## config.mk

```make
export PLATFORM = sky130hd
export DESIGN_NAME = shsad_div
export DESIGN_NICKNAME = d
export VERILOG_FILES = /design/src/rtl/shsad_pkg.sv /design/src/rtl/shsad_div.sv
export SDC_FILE = /design/constraint.sdc
export NUM_CORES = 1
export LEC_CHECK = 0
export BUFFER_PORTS_ARGS = -buffer_cell sky130_fd_sc_hd__buf_2
export CELL_PAD_IN_SITES_DETAIL_PLACEMENT = 2
export CELL_PAD_IN_SITES_GLOBAL_PLACEMENT = 2
export CORE_MARGIN = 10
export CORE_UTILIZATION = 37
export DETAILED_ROUTE_END_ITERATION = 7
export PLACE_DENSITY = 0.91
export SYNTH_ARGS = -nofsm -noshare
export SYNTH_HDL_FRONTEND = slang
export SYNTH_SLANG_ARGS = --single-unit
```

## constraint.sdc

```tcl
create_clock -name clock -period 4.03 [get_ports clock]
set_input_delay 1.209 -clock clock [delete_from_list [all_inputs] [get_ports clock]]
set_output_delay 1.209 -clock clock [all_outputs]
set_load 0.02 [all_outputs]
```

## src/rtl/shsad_pkg.sv

```systemverilog
// Shared types and constants for the shifted SAD template matcher.
// No dependencies; imported by the top level and the divider.
package shsad_pkg;

   localparam int CELL_W = 16;

   // Mean tolerance added to the threshold in the prefilter (0.005 in Q0.16).
   localparam logic [16:0] MEAN_EPSILON = 17'd328;
   localparam logic [15:0] ERR_SATURATE = 16'hFFFF;

   localparam int CSR_ADDR_W = 3;
   localparam logic [CSR_ADDR_W-1:0] REG_THRESHOLD   = 3'd0;
   localparam logic [CSR_ADDR_W-1:0] REG_SHIFT_RANGE = 3'd1;
   localparam logic [CSR_ADDR_W-1:0] REG_SHIFT_STEP  = 3'd2;
   localparam logic [CSR_ADDR_W-1:0] REG_PANORAMIC   = 3'd3;
   localparam logic [CSR_ADDR_W-1:0] REG_COLUMNS     = 3'd4;
   localparam logic [CSR_ADDR_W-1:0] REG_ROWS        = 3'd5;

   typedef enum logic [3:0] {
      ST_IDLE,
      ST_MEAN_GO,
      ST_MEAN_WAIT,
      ST_SCAN_INIT,
      ST_MEAN_RD,
      ST_MEAN_CHK,
      ST_RUN,
      ST_DRAIN,
      ST_CMP,
      ST_RESOLVE,
      ST_ERR_GO,
      ST_ERR_WAIT,
      ST_DECIDE,
      ST_COPY,
      ST_OUT
   } state_type;

   // Handshake between the sequencer and the shared divider.
   typedef struct packed {
      logic start;
      logic done;
   } div_ctl_type;

endpackage

```

## src/rtl/shsad_div.sv

```systemverilog
// Shared restoring divider, one quotient bit per cycle.
// Depends on shsad_pkg for the control struct.
module shsad_div import shsad_pkg::*; #(
   parameter int DW = 26,
   parameter int VW = 11
) (
   input  logic          clock,
   input  logic          reset,
   input  logic          start,
   input  logic [DW-1:0] dividend,
   input  logic [VW-1:0] divisor,
   output logic [DW-1:0] quotient,
   output div_ctl_type   status
);

   localparam int CNTW = $clog2(DW + 1);

   logic [VW-1:0]   rem_ff;
   logic [DW-1:0]   quo_ff;
   logic [VW-1:0]   div_ff;
   logic [CNTW-1:0] cnt_ff;
   logic            busy_ff;
   logic            done_ff;
   logic [VW:0]     shifted;
   logic            fits;
   logic [VW:0]     diff;
   logic [VW-1:0]   rem_in;

   always_comb begin
      shifted = {rem_ff, quo_ff[DW-1]};
      fits    = shifted >= {1'b0, div_ff};
      diff    = shifted - {1'b0, div_ff};
      rem_in  = fits ? diff[VW-1:0] : shifted[VW-1:0];
   end

   always_ff @(posedge clock) begin
      if (reset) begin
         busy_ff <= 1'b0;
         done_ff <= 1'b0;
         cnt_ff  <= '0;
      end else begin
         done_ff <= 1'b0;
         if (start) begin
            busy_ff <= 1'b1;
            cnt_ff  <= '0;
         end else if (busy_ff) begin
            cnt_ff <= cnt_ff + 1'b1;
            if (cnt_ff == CNTW'(DW - 1)) begin
               busy_ff <= 1'b0;
               done_ff <= 1'b1;
            end
         end
      end
   end

   always_ff @(posedge clock) begin
      if (start) begin
         quo_ff <= dividend;
         rem_ff <= '0;
         div_ff <= divisor;
      end else if (busy_ff) begin
         rem_ff <= rem_in;
         quo_ff <= {quo_ff[DW-2:0], fits};
      end
   end

   assign quotient     = quo_ff;
   assign status.done  = done_ff;
   assign status.start = start;

endmodule

```

# --- Word-level counts from Yosys, hierarchy flattened ---
# Cells that the tools add are included.
word_totals:
  reg_bits: 55
  in_bits: 40
  word_cells: 21
classes:
  n_addsub: 2
  magnitude_cmp: 1
  n_eq_ne: 1
  mux: 7
  n_bitwise: 1
  reduce_logical: 3
op_table:
  columns: ["operator", "count"]
  rows:
  - ["two-way mux 26 bit", 2]
  - [">= comparator 12 x 11 -> 1 bit", 1]
  - ["two-way mux 11 bit", 1]
  - ["subtractor 11 bit", 1]
  - ["adder 5 x 1 -> 5 bit, second input constant", 1]
  - ["== test 5 bit, second input constant", 1]
  - ["two-way mux 1 bit", 4]
  - ["OR reduction 3 bit", 1]
  - ["nonzero test 2 bit", 1]
  - ["OR reduction 2 bit", 1]
  - ["NOT 1 bit", 1]

# --- Depth between registers and ports, before layout ---
logic_depth:
  depth_word: 4
  ltp_mapped: 10

# --- Worst setup path before layout ---
# Ideal clock, no wire load.
synth_timing:
  path_type: "input-to-reg"
  start: "input start"
  end: "register quo_ff[0] (netlist: quotient[0]), enable pin"
  arrival_time_ps: 2256
  required_time_ps: 3647
  setup_slack_ps: 1391
  path_stages: 3
  path_buffers: 1
  cell_sequence: "clkbuf_1 inv_1 nand2_1"
synth_via:
  elab_chain_cells: 1
synth_rtl:
  columns: ["element", "line", "source"]
  rows:
  - ["from (decl)", "shsad_div.sv:9", "input logic start,"]
  - ["nonzero test 2 bit (no source line)", null, null]
  - ["to (signal assigned)", "shsad_div.sv:58", "quo_ff <= dividend;"]
  - ["to (signal assigned)", "shsad_div.sv:63", "quo_ff <= {quo_ff[DW-2:0], fits};"]
  - ["to (decl)", "shsad_div.sv:19", "logic [DW-1:0] quo_ff;"]
# Every way passes these cells.
# A chain may end at the register's enable or synchronous reset.

# --- Worst setup path in the final report ---
layout_timing:
  start: "register quo_ff[25] (netlist: quotient[25])"
  end: "register rem_ff[6]"
layout_via:
  elab_chain_cells: 2
  elab_cells_between_ends: 3
layout_rtl:
  columns: ["element", "line", "source"]
  rows:
  - ["subtractor 11 bit / >= comparator 12 x 11 -> 1 bit (equally long branches)", "shsad_div.sv:32, shsad_div.sv:31", null]
  - ["two-way mux 11 bit *", "shsad_div.sv:33", "rem_in = fits ? diff[VW-1:0] : shifted[VW-1:0];"]
  - ["to (signal assigned)", "shsad_div.sv:62", "rem_ff <= rem_in;"]
  - ["to (decl)", "shsad_div.sv:18", "logic [VW-1:0] rem_ff;"]
# Mark *: on every way between the ends. The rest lies on a longest branch, timed or not.

==> impl_metrics.py <==
metrics = {
    "grt": {
        "grtUsageMet1_pct": 17.1,
        "met2_usage_pct": 28.4,
        "grt.busiest_layer": "met2",
        "grt_overflow": 0,
        "track_usage_pct": 15.5,
        "antenna_found_initial": 0,
        "grt_max_degree": 51,
        "grt_use_met3_pct": 3.65,
        "grt_pass1_wl_um": 14000,
        "grt_pass1_vias": 2475,
    },
    "cts": {
        "numClockSinks": 55,
        "clock-root-buffer": "clkbuf_8",
        "cts_buffers": 5,
        "cts_resized": 0,
        "h-tree-depth": 2,
        "clk_pin_slew_ns": 0.10,
        "cts_tree": "yes",
        "post_cts_buffers": 0,
        "clkLatencyLatePin_ns": 0.32,
        "cts_hold_buf": 0,
        "cts_buffer_depth": 2,
    },
    "cells_and_area": {
        "final_common_cell": "buf_2",
        "layout-drive-gt1-share_pct": 38.1,
        "layoutNonFillerInstCount": 401,
        "area_delta_synth_final_pct": 17.7,
        "diodes": 0,
        "fillCellCount": 772,
        "nNetsFinal": 355,
        "most-common-layout-cells": "67 x buf_2, 37 x edfxtp_1, 26 x mux2_2, 19 x nor2_1, 18 x dfxtp_1",
    },
    "logic_synthesis": {
        "netlist_area_mm2": 0.00283,
        "seq_area_frac_synth_pct": 52.0,
        "netlist_instances": 236,
        "yosysWarnings": 0,
        "yosysUniqueCellTypes": 46,
        "synthFlopType": "edfxtp_1",
        "synth_edf_count": 37,
        "syn_area_per_cell_um2": 12.0,
        "async_flop_share_pct": 0,
        "ys_seq_elements": 55,
        "synthesis.nets": 290,
    },
    "critical_path": {
        "path_class": "register to register",
        "cp_num_buf_inv": 1,
        "worst-endpoint-arrival_ns": 3.25,
        "crit_top_cell": "o21ai_2",
        "worst_path_largest_cell_delay_ns": 0.68,
        "critPathLaunchType": "register",
        "crit_path_top_delay_cell": "o21ai_2",
        "critical_path.endpoint_type": "register",
        "cp.required_ns": 4.26,
        "path_cells": "inv_1 > ha_1 > fa_1 > nor2b_1 > o31a_1 > o21ai_2 > o21ai_2 > o22ai_1 > a211oi_2",
        "path_delay_family": "compound AO/OA/AOI/OAI gates",
        "crit_fanout": 15,
    },
    "place": {
        "dp_hpwl_um": 6350,
        "gp_congestion": 0.817,
        "placed_cells": 393,
        "port_buffers": 67,
    },
    "route": {
        "postRouteAntennaNets": 0,
        "wl_um": 8720,
        "vias_per_cell": 5.35,
        "drtPass1Iterations": 6,
        "drc": 0,
        "wl_per_cell_um": 21.8,
        "via_count": 2146,
        "drt_iter0_markers": 120,
    },
    "timing": {
        "finalHoldViolations": 0,
        "final.setup.tns_ns": 0,
        "maxSlewViolCount": 0,
        "fin_skew_ns": 0.00698,
        "whs_ns": 0.528,
        "tightest_slew_ns": 0.826,
        "rsz0062_at_grt": "false",
        "fin_crit_sh_pct": 74.9,
        "slew_headroom_pct": 44.9,
        "layout_min_cycle_time_ns": 3.02,
        "setup_viol": 0,
        "fmax_mhz": 331,
    },
    "flow_run": {
        "cap_violations": 0,
    },
    "power": {
        "power.leakage_uw": 0.00137,
        "powerDensity_mw_per_mm2": 418,
        "vdd_drop_max_mv": 0.184,
    },
    "die": {
        "ios": 68,
        "die_area_mm2": 0.0116,
        "die-height_um": 107,
        "core-area_mm2": 0.00733,
        "initial_utilization_pct": 38.6,
        "die_w_um": 107,
        "fp-row-count": 31,
    },
    "worst_hold_path": {
        "hp-class": "register to register",
    },
    "run_status": {
        "outcome": "complete, no violations",
    },
}
-- where the power goes --
group / switching [uW] / internal, uW
Sequential: 32.7 / 662
Clock: 195 / 126
Combinational: 228 / 148
-- cells in the mapped netlist (3+ instances only) --
cell type / count / area share [%]
nor2_1: 19 / 2.5
dfxtp_1: 18 / 13
mux2_2: 26 / 10
o211ai_1: 3 / 0.80
mux2i_1: 5 / 1.8
a211oi_1: 6 / 1.6
nand4_1: 3 / 0.66
nand2b_1: 5 / 1.1
nor3_1: 3 / 0.53
nand3_1: 3 / 0.53
edfxtp_1: 37 / 39
xor2_1: 3 / 0.93
ha_1: 13 / 5.7
clkbuf_1: 5 / 0.66
buf_1: 3 / 0.40
xnor2_1: 6 / 1.9
inv_1: 17 / 2.3
a21oi_1: 8 / 1.4
o21ai_0: 7 / 1.2
nand2_1: 9 / 1.2
-- flip-flops by register name, indices dropped and copies added, names as in the netlist --
name / cells
div_ff: 11
rem_ff: 11
done_ff: 1
quotient: 26
cnt_ff: 5
busy_ff: 1
-- final cells by class --
type / count / area, um^2 / share of cell area (%)
clock buffers: 5 / 68.8 / 2.06
clock inverters: 3 / 22.5 / 0.676
inverters: 17 / 63.8 / 1.91
multi-input cells: 152 / 1220 / 36.7
flip-flops and latches: 55 / 1470 / 44.1
well taps: 99 / 124 / 3.72
repair buffers: 70 / 358 / 10.7
-- path summary, 6_finish.rpt --
kind                     start        end  slack, ns  cells after the start
hold reg to reg      rem_ff[4]  rem_ff[4]       0.53                      2
hold / removal       rem_ff[4]  rem_ff[4]       0.53                      2
setup reg to reg  quotient[25]  rem_ff[6]       1.01                      9
setup / recovery  quotient[25]  rem_ff[6]       1.01                      9
-- tightest hold or removal path: cells and delay by family (launching register included) --
| family | cells | cell delay (ns) |
|---|---|---|
| compound gates | 1 | 0.05 |
| simple gates | 1 | 0.09 |
| flops | 1 | 0.35 |
-- per-layer routing --
metal | wire (um) | up-vias | share of wire [%]
met5 | 0 | - | 0
met4 | 174 | 0 | 2.0
met1 | 3370 | 1076 | 39
met2 | 4750 | 65 | 54
met3 | 425 | 12 | 4.9
li1 | - | 993 | -
-- stage by stage --
step | setup slack (ns) | utilization [%] | cell area [um^2] | total power [uW]
2_1_floorplan | 1.39 | - | 2830 | 952
3_3_place_gp | 1.26 | 44.2 | 3240 | 1040
3_5_place_dp | 1.11 | 44.2 | 3240 | 1070
4_1_cts | 1.06 | 45.5 | 3330 | 1410
5_1_grt | 0.826 | 45.5 | 3330 | 1470
6_report | 1.01 | 45.5 | 3330 | 1390
-- cells by family (layout without fill, tap and decap cells) --
| family | count (synthesis) | in the layout | share of synthesized area (%) |
|---|---|---|---|
| xor+xnor | 9 | 9 | 2.78 |
| mux | 31 | 31 | 12.1 |
| simple gates | 55 | 55 | 10.5 |
| flops | 55 | 55 | 52.0 |
| compound gates | 43 | 43 | 11.4 |
| buf+inv | 29 | 95 | 4.77 |
| fa+ha+maj | 14 | 14 | 6.45 |
(Power assumes the default switching activity.)
